[config.mk]
export PLATFORM = sky130hd
export DESIGN_NAME = kce_ctrl
export DESIGN_NICKNAME = d
export VERILOG_FILES = /design/src/rtl/core/kce_pkg.sv /design/src/rtl/core/kce_ctrl.sv
export SDC_FILE = /design/constraint.sdc
export NUM_CORES = 1
export LEC_CHECK = 0
export BUFFER_PORTS_ARGS = -buffer_cell sky130_fd_sc_hd__buf_2
export CAP_MARGIN = 20
export CELL_PAD_IN_SITES_DETAIL_PLACEMENT = 1
export CELL_PAD_IN_SITES_GLOBAL_PLACEMENT = 2
export CORE_ASPECT_RATIO = 1.2
export CORE_MARGIN = 2
export CORE_UTILIZATION = 30
export CTS_CLUSTER_SIZE = 40
export DETAILED_ROUTE_END_ITERATION = 8
export PLACE_DENSITY_LB_ADDON = 0.1
export SLEW_MARGIN = 15
export SYNTH_ARGS = -nofsm -noshare
export SYNTH_HDL_FRONTEND = slang
export SYNTH_SLANG_ARGS = --single-unit
[constraint.sdc]
create_clock -name clk_i -period 2.5 [get_ports clk_i]
set_input_delay 0.5 -clock clk_i [delete_from_list [all_inputs] [get_ports clk_i]]
set_output_delay 0.5 -clock clk_i [all_outputs]
set_load 0.03 [all_outputs]
[src/rtl/core/kce_pkg.sv]
// Types and constants shared by the k-means cluster engine.
`default_nettype none

package kce_pkg;

  localparam int unsigned KindW   = 3;
  localparam int unsigned ItemW   = 10;
  localparam int unsigned DimW    = 3;
  localparam int unsigned ValueW  = 16;
  localparam int unsigned LabelW  = 4;
  localparam int unsigned UpdW    = 16;
  localparam int unsigned NclW    = 4;
  localparam int unsigned NdimW   = 4;
  localparam int unsigned NptsW   = 11;
  localparam int unsigned PaddrW  = 4;
  localparam int unsigned PdataW  = 32;

  localparam logic [KindW-1:0] KindLoadCent  = 3'd0;
  localparam logic [KindW-1:0] KindLoadPoint = 3'd1;
  localparam logic [KindW-1:0] KindStart     = 3'd2;
  localparam logic [KindW-1:0] KindReadLabel = 3'd3;
  localparam logic [KindW-1:0] KindReadCent  = 3'd4;

  localparam logic [1:0] RegNumClusters = 2'd0;
  localparam logic [1:0] RegNumDims     = 2'd1;
  localparam logic [1:0] RegNumPoints   = 2'd2;
  localparam logic [1:0] RegMaxUpdates  = 2'd3;

  localparam logic [NclW-1:0]  NclRst     = 4'd2;
  localparam logic [NdimW-1:0] NdimRst    = 4'd2;
  localparam logic [NptsW-1:0] NptsRst    = 11'd1;
  localparam logic [UpdW-1:0]  MaxUpdRst  = 16'd1001;

  typedef struct packed {
    logic load_cent;
    logic load_pt;
    logic rd_item;
    logic rd_label;
    logic rd_pt;
    logic rd_cent;
    logic rd_sum;
    logic sum_by_lab;
    logic clr_label;
    logic pres_clr;
    logic dist_clr;
    logic diff_en;
    logic sq_en;
    logic acc_en;
    logic cmp_en;
    logic lab_wr;
    logic sum_clr_wr;
    logic cnt_clr;
    logic cnt_inc;
    logic sum_wr;
    logic div_start;
    logic cent_upd;
    logic out_read;
    logic out_start;
  } kce_cmd_t;

  typedef struct packed {
    logic same;
    logic lab_ok;
    logic cnt_zero;
    logic div_done;
  } kce_status_t;

endpackage

`default_nettype wire

[src/rtl/core/kce_ctrl.sv]
// Controller: sequencing state machine, loop counters and handshakes.
`default_nettype none

module kce_ctrl #(
  parameter int unsigned MaxPoints   = 1024,
  parameter int unsigned MaxDims     = 8,
  parameter int unsigned MaxClusters = 8,
  localparam int unsigned PiW = $clog2(MaxPoints),
  localparam int unsigned CiW = $clog2(MaxClusters),
  localparam int unsigned DiW = (MaxDims > 1) ? $clog2(MaxDims) : 1
) (
  input  logic                        clk_i,
  input  logic                        rst_ni,
  input  logic                        in_valid_i,
  output logic                        in_ready_o,
  input  logic [kce_pkg::KindW-1:0]   in_kind_i,
  output logic                        out_valid_o,
  input  logic                        out_ready_i,
  input  logic [kce_pkg::NclW-1:0]    num_clusters_i,
  input  logic [kce_pkg::NdimW-1:0]   num_dims_i,
  input  logic [kce_pkg::NptsW-1:0]   num_points_i,
  input  logic [kce_pkg::UpdW-1:0]    max_updates_i,
  input  kce_pkg::kce_status_t        status_i,
  output kce_pkg::kce_cmd_t           cmd_o,
  output logic [PiW-1:0]              pt_idx_o,
  output logic [CiW-1:0]              cl_idx_o,
  output logic [DiW-1:0]              dm_idx_o,
  output logic [CiW-1:0]              k_m1_o,
  output logic [kce_pkg::UpdW-1:0]    count_o
);

  typedef enum logic [20:0] {
    S_CLEAR  = 21'h000001,
    S_IDLE   = 21'h000002,
    S_RESP   = 21'h000004,
    S_A_INIT = 21'h000008,
    S_A_PT   = 21'h000010,
    S_A_RD   = 21'h000020,
    S_A_DIFF = 21'h000040,
    S_A_SQ   = 21'h000080,
    S_A_ACC  = 21'h000100,
    S_A_CMP  = 21'h000200,
    S_A_WR   = 21'h000400,
    S_A_END  = 21'h000800,
    S_DONE   = 21'h001000,
    S_U_CLR  = 21'h002000,
    S_U_PT   = 21'h004000,
    S_U_LAB  = 21'h008000,
    S_U_RD   = 21'h010000,
    S_U_WR   = 21'h020000,
    S_U_DRD  = 21'h040000,
    S_U_DST  = 21'h080000,
    S_U_DWT  = 21'h100000
  } state_e;

  state_e                   state_q, state_d;
  logic [PiW-1:0]           i_q, i_d;
  logic [CiW-1:0]           j_q, j_d;
  logic [DiW-1:0]           m_q, m_d;
  logic [CiW-1:0]           k_m1_q, k_m1_d;
  logic [DiW-1:0]           dims_m1_q, dims_m1_d;
  logic [PiW-1:0]           pts_m1_q, pts_m1_d;
  logic [kce_pkg::UpdW-1:0] limit_q, limit_d;
  logic [kce_pkg::UpdW-1:0] count_q, count_d;
  logic                     out_valid_q, out_valid_d;
  logic                     accept;
  logic                     last_i;
  logic                     last_j;
  logic                     last_m;
  kce_pkg::kce_cmd_t        cmd;

  assign in_ready_o = (state_q == S_IDLE) && (!out_valid_q || out_ready_i);
  assign accept     = in_valid_i && in_ready_o;
  assign last_i     = (i_q == pts_m1_q);
  assign last_j     = (j_q == k_m1_q);
  assign last_m     = (m_q == dims_m1_q);

  always_comb begin
    int unsigned kv;
    int unsigned dv;
    int unsigned pv;
    kv = (num_clusters_i == '0) ? 1 :
         ((32'(num_clusters_i) > MaxClusters) ? MaxClusters : 32'(num_clusters_i));
    dv = (num_dims_i == '0) ? 1 :
         ((32'(num_dims_i) > MaxDims) ? MaxDims : 32'(num_dims_i));
    pv = (num_points_i == '0) ? 1 :
         ((32'(num_points_i) > MaxPoints) ? MaxPoints : 32'(num_points_i));
    k_m1_d    = k_m1_q;
    dims_m1_d = dims_m1_q;
    pts_m1_d  = pts_m1_q;
    limit_d   = limit_q;
    state_d   = state_q;
    i_d       = i_q;
    j_d       = j_q;
    m_d       = m_q;
    count_d   = count_q;
    cmd       = '0;
    unique case (state_q)
      S_CLEAR: begin
        cmd.clr_label = 1'b1;
        if (i_q == PiW'(MaxPoints - 1)) begin
          i_d     = '0;
          state_d = S_IDLE;
        end else begin
          i_d = i_q + 1'b1;
        end
      end
      S_IDLE: begin
        if (accept) begin
          unique case (in_kind_i)
            kce_pkg::KindLoadCent:  cmd.load_cent = 1'b1;
            kce_pkg::KindLoadPoint: cmd.load_pt   = 1'b1;
            kce_pkg::KindStart: begin
              k_m1_d    = CiW'(kv - 1);
              dims_m1_d = DiW'(dv - 1);
              pts_m1_d  = PiW'(pv - 1);
              limit_d   = max_updates_i;
              count_d   = '0;
              state_d   = S_A_INIT;
            end
            kce_pkg::KindReadLabel, kce_pkg::KindReadCent: begin
              cmd.rd_item  = 1'b1;
              cmd.rd_label = 1'b1;
              cmd.rd_cent  = 1'b1;
              state_d      = S_RESP;
            end
            default: ;
          endcase
        end
      end
      S_RESP: begin
        cmd.out_read = 1'b1;
        state_d      = S_IDLE;
      end
      S_A_INIT: begin
        cmd.pres_clr = 1'b1;
        i_d          = '0;
        state_d      = S_A_PT;
      end
      S_A_PT: begin
        cmd.rd_label = 1'b1;
        cmd.dist_clr = 1'b1;
        j_d          = '0;
        m_d          = '0;
        state_d      = S_A_RD;
      end
      S_A_RD: begin
        cmd.rd_pt   = 1'b1;
        cmd.rd_cent = 1'b1;
        state_d     = S_A_DIFF;
      end
      S_A_DIFF: begin
        cmd.diff_en = 1'b1;
        state_d     = S_A_SQ;
      end
      S_A_SQ: begin
        cmd.sq_en = 1'b1;
        state_d   = S_A_ACC;
      end
      S_A_ACC: begin
        cmd.acc_en = 1'b1;
        if (last_m) begin
          state_d = S_A_CMP;
        end else begin
          m_d     = m_q + 1'b1;
          state_d = S_A_RD;
        end
      end
      S_A_CMP: begin
        cmd.cmp_en = 1'b1;
        m_d        = '0;
        if (last_j) begin
          state_d = S_A_WR;
        end else begin
          j_d     = j_q + 1'b1;
          state_d = S_A_RD;
        end
      end
      S_A_WR: begin
        cmd.lab_wr = 1'b1;
        if (last_i) begin
          state_d = S_A_END;
        end else begin
          i_d     = i_q + 1'b1;
          state_d = S_A_PT;
        end
      end
      S_A_END: begin
        if (status_i.same || count_q >= limit_q) begin
          state_d = S_DONE;
        end else begin
          count_d = count_q + 1'b1;
          j_d     = '0;
          m_d     = '0;
          state_d = S_U_CLR;
        end
      end
      S_DONE: begin
        cmd.out_start = 1'b1;
        state_d       = S_IDLE;
      end
      S_U_CLR: begin
        cmd.sum_clr_wr = 1'b1;
        cmd.cnt_clr    = 1'b1;
        if (last_m) begin
          m_d = '0;
          if (last_j) begin
            i_d     = '0;
            state_d = S_U_PT;
          end else begin
            j_d = j_q + 1'b1;
          end
        end else begin
          m_d = m_q + 1'b1;
        end
      end
      S_U_PT: begin
        cmd.rd_label = 1'b1;
        m_d          = '0;
        state_d      = S_U_LAB;
      end
      S_U_LAB: begin
        if (status_i.lab_ok) begin
          cmd.cnt_inc = 1'b1;
          state_d     = S_U_RD;
        end else if (last_i) begin
          j_d     = '0;
          state_d = S_U_DRD;
        end else begin
          i_d     = i_q + 1'b1;
          state_d = S_U_PT;
        end
      end
      S_U_RD: begin
        cmd.rd_pt      = 1'b1;
        cmd.rd_sum     = 1'b1;
        cmd.sum_by_lab = 1'b1;
        state_d        = S_U_WR;
      end
      S_U_WR: begin
        cmd.sum_wr = 1'b1;
        if (!last_m) begin
          m_d     = m_q + 1'b1;
          state_d = S_U_RD;
        end else if (last_i) begin
          j_d     = '0;
          m_d     = '0;
          state_d = S_U_DRD;
        end else begin
          i_d     = i_q + 1'b1;
          state_d = S_U_PT;
        end
      end
      S_U_DRD: begin
        if (status_i.cnt_zero) begin
          m_d = '0;
          if (last_j) begin
            state_d = S_A_INIT;
          end else begin
            j_d = j_q + 1'b1;
          end
        end else begin
          cmd.rd_sum = 1'b1;
          state_d    = S_U_DST;
        end
      end
      S_U_DST: begin
        cmd.div_start = 1'b1;
        state_d       = S_U_DWT;
      end
      S_U_DWT: begin
        if (status_i.div_done) begin
          cmd.cent_upd = 1'b1;
          state_d      = S_U_DRD;
          if (last_m) begin
            m_d = '0;
            if (last_j) begin
              state_d = S_A_INIT;
            end else begin
              j_d = j_q + 1'b1;
            end
          end else begin
            m_d = m_q + 1'b1;
          end
        end
      end
      default: state_d = S_IDLE;
    endcase
  end

  assign out_valid_d = cmd.out_read || cmd.out_start || (out_valid_q && !out_ready_i);

  always_ff @(posedge clk_i or negedge rst_ni) begin
    if (!rst_ni) begin
      state_q     <= S_CLEAR;
      i_q         <= '0;
      j_q         <= '0;
      m_q         <= '0;
      k_m1_q      <= '0;
      dims_m1_q   <= '0;
      pts_m1_q    <= '0;
      limit_q     <= '0;
      count_q     <= '0;
      out_valid_q <= 1'b0;
    end else begin
      state_q     <= state_d;
      i_q         <= i_d;
      j_q         <= j_d;
      m_q         <= m_d;
      k_m1_q      <= k_m1_d;
      dims_m1_q   <= dims_m1_d;
      pts_m1_q    <= pts_m1_d;
      limit_q     <= limit_d;
      count_q     <= count_d;
      out_valid_q <= out_valid_d;
    end
  end

  assign cmd_o       = cmd;
  assign out_valid_o = out_valid_q;
  assign pt_idx_o    = i_q;
  assign cl_idx_o    = j_q;
  assign dm_idx_o    = m_q;
  assign k_m1_o      = k_m1_q;
  assign count_o     = count_q;

endmodule

`default_nettype wire

# After elaboration in Yosys (flattened, before gate mapping)
# Index checks and enable logic that the tools add are counted.
[word_totals] register_bits=86 input_bits=46 out_inout_bits=61 word_cells=172
[op_classes] add_sub_neg=7 n_lt_le_gt_ge=4 n_eq_ne=43 muxes=81 n_reduce_logical=27
[ops] cell="21-bit case mux with 19 select lines" count=1
[ops] cell="21-bit two-way mux" count=8
[ops] cell="10-bit two-way mux" count=9
[ops] cell="19-bit two-way mux" count=4
[ops] cell="10-bit case mux with 6 select lines" count=1
[ops] cell="3-bit two-way mux" count=19
[ops] cell="16-bit two-way mux" count=3
[ops] cell="21-bit case mux with 2 select lines" count=1
[ops] cell="16-bit case mux with 2 select lines" count=1
[ops] cell="3-bit case mux with 8 select lines" count=1
[ops] cell="1-bit two-way mux" count=23
[ops] cell="21-bit by 1-bit equality test with 1-bit output, second input constant" count=1
[ops] cell="21-bit by 10-bit equality test with 1-bit output, second input constant" count=1
[ops] cell="21-bit by 11-bit equality test with 1-bit output, second input constant" count=1
[ops] cell="21-bit by 12-bit equality test with 1-bit output, second input constant" count=1
[ops] cell="21-bit by 13-bit equality test with 1-bit output, second input constant" count=1
[ops] cell="21-bit by 14-bit equality test with 1-bit output, second input constant" count=1
[ops] cell="21-bit by 15-bit equality test with 1-bit output, second input constant" count=1
[ops] cell="21-bit by 16-bit equality test with 1-bit output, second input constant" count=1
[ops] cell="21-bit by 17-bit equality test with 1-bit output, second input constant" count=1
[ops] cell="21-bit by 18-bit equality test with 1-bit output, second input constant" count=1
[ops] cell="21-bit by 19-bit equality test with 1-bit output, second input constant" count=1
[ops] cell="21-bit by 2-bit equality test with 1-bit output, second input constant" count=1
[ops] cell="21-bit by 20-bit equality test with 1-bit output, second input constant" count=1
[ops] cell="50 further kinds" count=78

# Longest topological paths before layout
# Gate-level depths: netlist of run 1.
[depth] depth_word=6 ltp_mapped=11

# Worst setup path after synthesis of run 1
# No wires, ideal clock.
[synth_timing] path_kind="register to output" startpoint="reg state_q[12]" endpoint="out cmd_o[11] (netlist bit)" t_arrival_ns=2.822 required_time_ns=2.000 slack_ns=-0.822 stages_incl_launch_ff=5 n_path_buf=0 cell_sequence="dfrtp_1 > or4_1 > nor4_1 > nand2_1 > nor4b_1"
[synth_lines] element="from (decl)" line="kce_ctrl.sv:56" source="state_e state_q, state_d;"
[synth_lines] element="from (signal assigned)" line="kce_ctrl.sv:306" source="state_q <= state_d;"
[synth_lines] element="to (decl)" line="kce_ctrl.sv:24" source="output kce_pkg::kce_cmd_t cmd_o,"

==> out/qor.txt, run 1 <==
initial DRC count - 254
# Max-Cap Violations - 0
Worst Setup Start Kind - flip-flop
Final Setup Violations - 83
top post-synthesis cells by area - dfrtp_1 39%, ha_1 5.3%, nor2_1 4.5%, nand2_1 4.1%, o21ai_0 4.1%
Place WS - -0.263 ns
Crit Path Category - reg -> out
global-route wire length before repair - 32900 um
EDFF count, synth - 0
Yosys top cell area share - 39.5%
mapped cell area - 5390 sq um
placed cells - 1050
GP Congestion - 0.900
violated checks - negative setup slack
routed vias/inst - 5.25
post-detailed-route DRC marker count - 0
Synth Register Bits - 86
Commonest cells post-synth - 85 x dfrtp_1, 64 x nor2_1, 59 x nand2_1
PwrDens - 739 nW/um^2
post-synthesis sequential area ratio - 40.0%
H-tree Lvls - 3
met3 wire length - 682 um
WL met2 - 11100 um
ANT nets after route - 0
largest net degree at the start of global routing - 31
RSZ-0062 raised after global routing - yes
nets@finish - 970
total gr overflow - 0
Synth Area per Inst - 8.71 sq um
Slew HR - 52.6%
routed len/inst - 18.6 um
R2R setup slack - -0.37 ns
post-route cell area - 8930 sq um
Die X - 126 um
IO Pins - 107
Lkg Pwr - 4.26 nW
die area - 19000 sq um
Async SR Flop Fraction - 100%
f_max - 345 MHz
initial antenna violation count - 0
depth of the most critical reg-to-reg path - 11
WP data required - 2.00 ns
critical path peak fanout - 4
worst min-delay path class - in -> async
sequential share of power - 29.8%
Die Y - 151 um
dpl hpwl - 14800 um
Clk network pwr share - 21.3%
internal power - 0.00401 W
Final period util - 116%
TritonCTS buffer count - 9
Core Region - 17600 sq um
syn nets - 687
Worst Slack Setup Final - -0.402 ns
I/O Buffers - 106
Final Critical Period - 2.90 ns
share of cells above drive strength 1 - 47.0%
ys flop type - dfrtp_1
P_sw - 0.00258 W
met1 WL - 8550 um
deepest clock path buffer count - 2
fill count - 1988
TritonRoute pass-1 iters - 4
VDD IR max - 0.000397 V
sw frac - 39.2%
area grow syn2layout - 65.8%
Initial Util - 30.6%
total track usage - 21.8%
post-route clock skew - 0.00678 ns
dpl cell area - 7260 sq um
Clock Latency Late Sink - 0.36 ns
actual slew at the worst max-slew pin - 0.701 ns
crit path DAT - 2.40 ns
final hold vios - 0
status - complete, but fails checks
top-count cell post-synth - dfrtp_1
crit path capture type - output pin
Final Non-Filler Cells - 1126
clk slew on worst S/H paths - 0.07 ns
Cell variety after synth - 65
Root Driver - clkbuf_16
vias in the first global route - 6275
final WL - 21000 um
site row count - 53
clk sinks - 86
area leader, netlist - dfrtp_1
CTS tree - yes
Post-Syn Instances - 618
Ys Warns - 0
uppermost layer routed - met4
n_diodes - 0
Vias - 5906
Max Slew Vio Count - 0
Logic pwr share - 48.9%
==> registers in the layout, indices dropped and copies added, names as in the netlist <==
signal,count
count_o,16
dims_m1_q,3
dm_idx_o,3
k_m1_o,3
out_valid_o,1
state_q,21
limit_q,16
pts_m1_q,10
pt_idx_o,10
cl_idx_o,3
==> stage by stage <==
step           hold slack [ns]  TNS [ns]  total power, W  utilization (%)
2_1_floorplan            0.204     -5.40         0.00344                -
3_3_place_gp             0.458     -8.20         0.00437             41.3
3_5_place_dp             0.463     -9.43         0.00446             41.3
4_1_cts                 0.0972    -12.89         0.00640             48.8
5_1_grt                  0.103    -26.88         0.00700             50.8
6_report                0.0824    -17.89         0.00660             50.8
==> cells by family (layout without fill, tap and decap cells) <==
family	after synthesis	after routing	synth area share [%]
compound gates	113	113	13.1
mux	6	6	1.21
xor+xnor	35	35	5.69
simple gates	300	300	30.7
buf+inv	55	343	3.97
fa+ha+maj	23	23	5.34
flops	86	86	40.0
==> placed cells by master (no fill, tap or decap), drive strengths merged, types with 20 or more instances in the layout <==
cell type,n
nor2,64
nor3,20
o21ai,45
nand3,27
nand4,25
nand2,59
xor2,22
ha,23
dfrtp,85
a21oi,26
buf,287
inv,38
==> layout make-up <==
class | count | area [sq um] | area share, %
clock buffers | 10 | 229 | 2.56
clock inverters | 6 | 70.1 | 0.785
inverters | 37 | 146 | 1.64
multi-input cells | 477 | 3700 | 41.4
flip-flops and latches | 86 | 2160 | 24.1
well taps | 220 | 275 | 3.08
repair buffers | 290 | 2350 | 26.3
==> critical path, stage by stage, from the launching register on <==
cell     delay (ns)
dfrtp_1        0.39
or4_4          0.60
nor3_2         0.14
buf_4          0.16
nand4_4        0.13
or2_4          0.29
nor3b_4        0.18
buf_6          0.15
==> final timing paths <==
kind,endpoint,startpoint
max in group asynchronous,state_q[0],rst_ni
setup reg to reg,count_o[15],state_q[12]
hold / removal,pt_idx_o[0],rst_ni
setup / recovery,cmd_o[22],state_q[12]
min in group clk_i,limit_q[9],max_updates_i[9]
hold reg to reg,out_valid_o,out_valid_o
==> power groups by stage <==
stage               clock, W  combinational [W]  sequential [W]
floorplan                  0            0.00136         0.00208
global route         0.00150            0.00349         0.00201
CTS                  0.00144            0.00299         0.00196
global placement           0            0.00241         0.00197
detailed placement         0            0.00248         0.00198
finish               0.00141            0.00323         0.00197
==> metal layers <==
metal	GRT usage, %	up-vias
met5	0	-
met4	8.57	0
met3	2.81	39
met2	40.3	125
met1	25.7	2938
li1	-	2804
==> timing repair <==
item	CTS	global route
pin swaps	61	44
gates cloned	4	0
resized for setup	161	52
buffers inserted	42	21
setup endpoints to repair	82	90
hold buffers	0	0
(Power assumes the default switching activity.)
==> run 2, diff against run 1 <==
Settings changed: SKIP_CTS_REPAIR_TIMING set to 1.
==> run 2 against run 1 <==
Net effect:
- the run still ends with negative setup slack left
- register-to-register slack improved by 0.02 ns
- routed wire length decreased by 1.7%
- cell area decreased by 0.14%
- die area unchanged
- critical path depth decreased by 1
- power decreased by 1.9%
- clock skew increased by 0.0015 ns
- global-route usage decreased by 1.8 points
- worst hold slack got worse by 0.0023 ns
- worst setup slack got worse by 0.047 ns
- fmax decreased by 1.6%
- sequential share of layout area increased by 0.076 points
==> out/qor.txt, run 2 (same netlist as run 1, synthesis figures left out) <==
status - complete, but fails checks
violated checks - negative setup slack
actual slew at the worst max-slew pin - 0.597 ns (-0.104 ns)
Max Slew Vio Count - 0 (unchanged)
# Max-Cap Violations - 0 (unchanged)
initial antenna violation count - 0 (unchanged)
Worst Slack Setup Final - -0.449 ns (-0.0469 ns)
crit path DAT - 2.45 ns (+0.05 ns)
Worst Setup Start Kind - flip-flop
CP Launch Point - state_q[9]
post-route clock skew - 0.00823 ns (+0.00145 ns)
I/O Buffers - 106 (unchanged)
routed vias/inst - 5.24 (-0.10%)
Die X - 126 um (unchanged)
nets@finish - 966 (-0.41%)
global-route wire length before repair - 30100 um (-8.5%)
share of cells above drive strength 1 - 48.1% (+1.1 points)
IO Pins - 107 (unchanged)
Crit Path Category - reg -> out
Slew HR - 60.0% (+7.4 points)
vias in the first global route - 5842 (-6.9%)
VDD IR max - 0.000400 V (+0.83%)
Die Y - 151 um (unchanged)
Root Driver - clkbuf_16
Final period util - 118% (+1.9 points)
Vias - 5879 (-0.46%)
Core Region - 17600 sq um (unchanged)
CP delay by family, top - simple AND/OR/NAND/NOR gates
Lkg Pwr - 4.24 nW (-0.60%)
crit path capture type - output pin
worst min-delay path class - in -> async
final hold vios - 0 (unchanged)
n_diodes - 0 (unchanged)
post-layout util - 50.7% (-0.071 points)
Final Critical Period - 2.95 ns (+0.0469 ns)
critical path peak fanout - 4 (unchanged)
final WL - 20600 um (-1.7%)
Final Setup Violations - 87 (+4.8%)
CTS tree - yes
most common cell after layout, fill and taps aside - buf_4
most frequent cells in the layout - 131 x buf_4, 80 x dfrtp_1, 80 x buf_2, 68 x buf_6, 59 x nor2_1
Clock Latency Late Sink - 0.36 ns (about the same)
f_max - 339 MHz (-1.6%)
placed cells - 1050 (unchanged)
die area - 19000 sq um (unchanged)
clk slew on worst S/H paths - 0.07 ns (about the same)
routed len/inst - 18.4 um (-1.3%)
Largest register FFs - 21 (unchanged)
largest net degree at the start of global routing - 31 (unchanged)
Initial Util - 30.6% (unchanged)
post-route cell area - 8920 sq um (-0.14%)
dpl cell area - 7260 sq um (unchanged)
post-detailed-route DRC marker count - 0 (unchanged)
H-tree Lvls - 3 (unchanged)
GP Congestion - 0.900 (unchanged)
area grow syn2layout - 65.6%
RR Startpoint - state_q[9]
clk sinks - 86 (unchanged)
site row count - 53 (unchanged)
ANT nets after route - 0 (unchanged)
dpl hpwl - 14800 um (unchanged)
PwrDens - 726 nW/um^2 (-1.7%)
TritonCTS buffer count - 9 (unchanged)
crit-path cells - or4_4 -> nor4_4 -> nand4_4 -> or2_4 -> nor3b_4 -> buf_6
Final Non-Filler Cells - 1122 (-0.36%)
TritonRoute pass-1 iters - 5 (+1)
RSZ-0062 raised after global routing - yes
deepest clock path buffer count - 2 (unchanged)
total track usage - 20.0% (-1.8 points)
initial DRC count - 193 (-24%)
Crit path largest cell delay - 0.57 ns (-0.03 ns)
WP data required - 2.00 ns (about the same)
Crit-path slowest cell - or4_4
total gr overflow - 0 (unchanged)
Reg with most FFs - state_q
buffers and inverters on the worst path - 1 (-1)
## run 2: cell types whose count changed in the layout (fill, tap and decap cells not counted), moves of 3 or more
cell,change
buf_4,-12
buf_6,+12
bufbuf_16,-3
dfrtp_1,-3
dfrtp_2,+3
nand2_1,-5
nand2_2,+3
nor4_1,-3
o21ai_0,-4
o21ai_1,+6
## run 2: final timing paths
kind	end	slack [ns]	cells after the start
setup / recovery	cmd_o[22]	-0.45	6
hold / removal	pt_idx_o[0]	0.08	1
setup reg to reg	count_o[14]	-0.35	9
hold reg to reg	out_valid_o	0.52	1
max in group asynchronous	state_q[0]	1.84	2
min in group clk_i	limit_q[9]	0.34	3
## run 2: power by group
| group | switching [W] | internal [W] | total (W) |
|---|---|---|---|
| sequential | 0.000241 | 0.00173 | 0.00197 |
| clock | 0.000629 | 0.000781 | 0.00141 |
| combinational | 0.00169 | 0.00140 | 0.00310 |
## run 2: metrics by stage
step / setup slack (ns) / hold WS (ns) / power (W) / TNS [ns]
6_report: -0.449 / 0.0801 / 0.00647 / -13.52
4_1_cts: -0.610 / 0.0972 / 0.00589 / -18.91
3_5_place_dp: -0.263 / 0.463 / 0.00446 / -9.43
3_3_place_gp: -0.198 / 0.458 / 0.00437 / -8.20
2_1_floorplan: -0.274 / 0.204 / 0.00344 / -5.40
5_1_grt: -0.516 / 0.102 / 0.00689 / -22.08
## run 2: area by class of cell
type	instances	area [sq um]
clock buffers	10	229
repair buffers	286	2280
flip-flops and latches	86	2160
well taps	220	275
fillers	1973	8660
inverters	37	146
clock inverters	6	70.1
multi-input cells	477	3750
## run 2: layer usage
| layer | wire length (um) | track usage (%) |
|---|---|---|
| met1 | 8460 | 24.3 |
| met2 | 10900 | 36.6 |
| met3 | 750 | 2.74 |
| met4 | 482 | 6.37 |
| met5 | 0 | 0 |
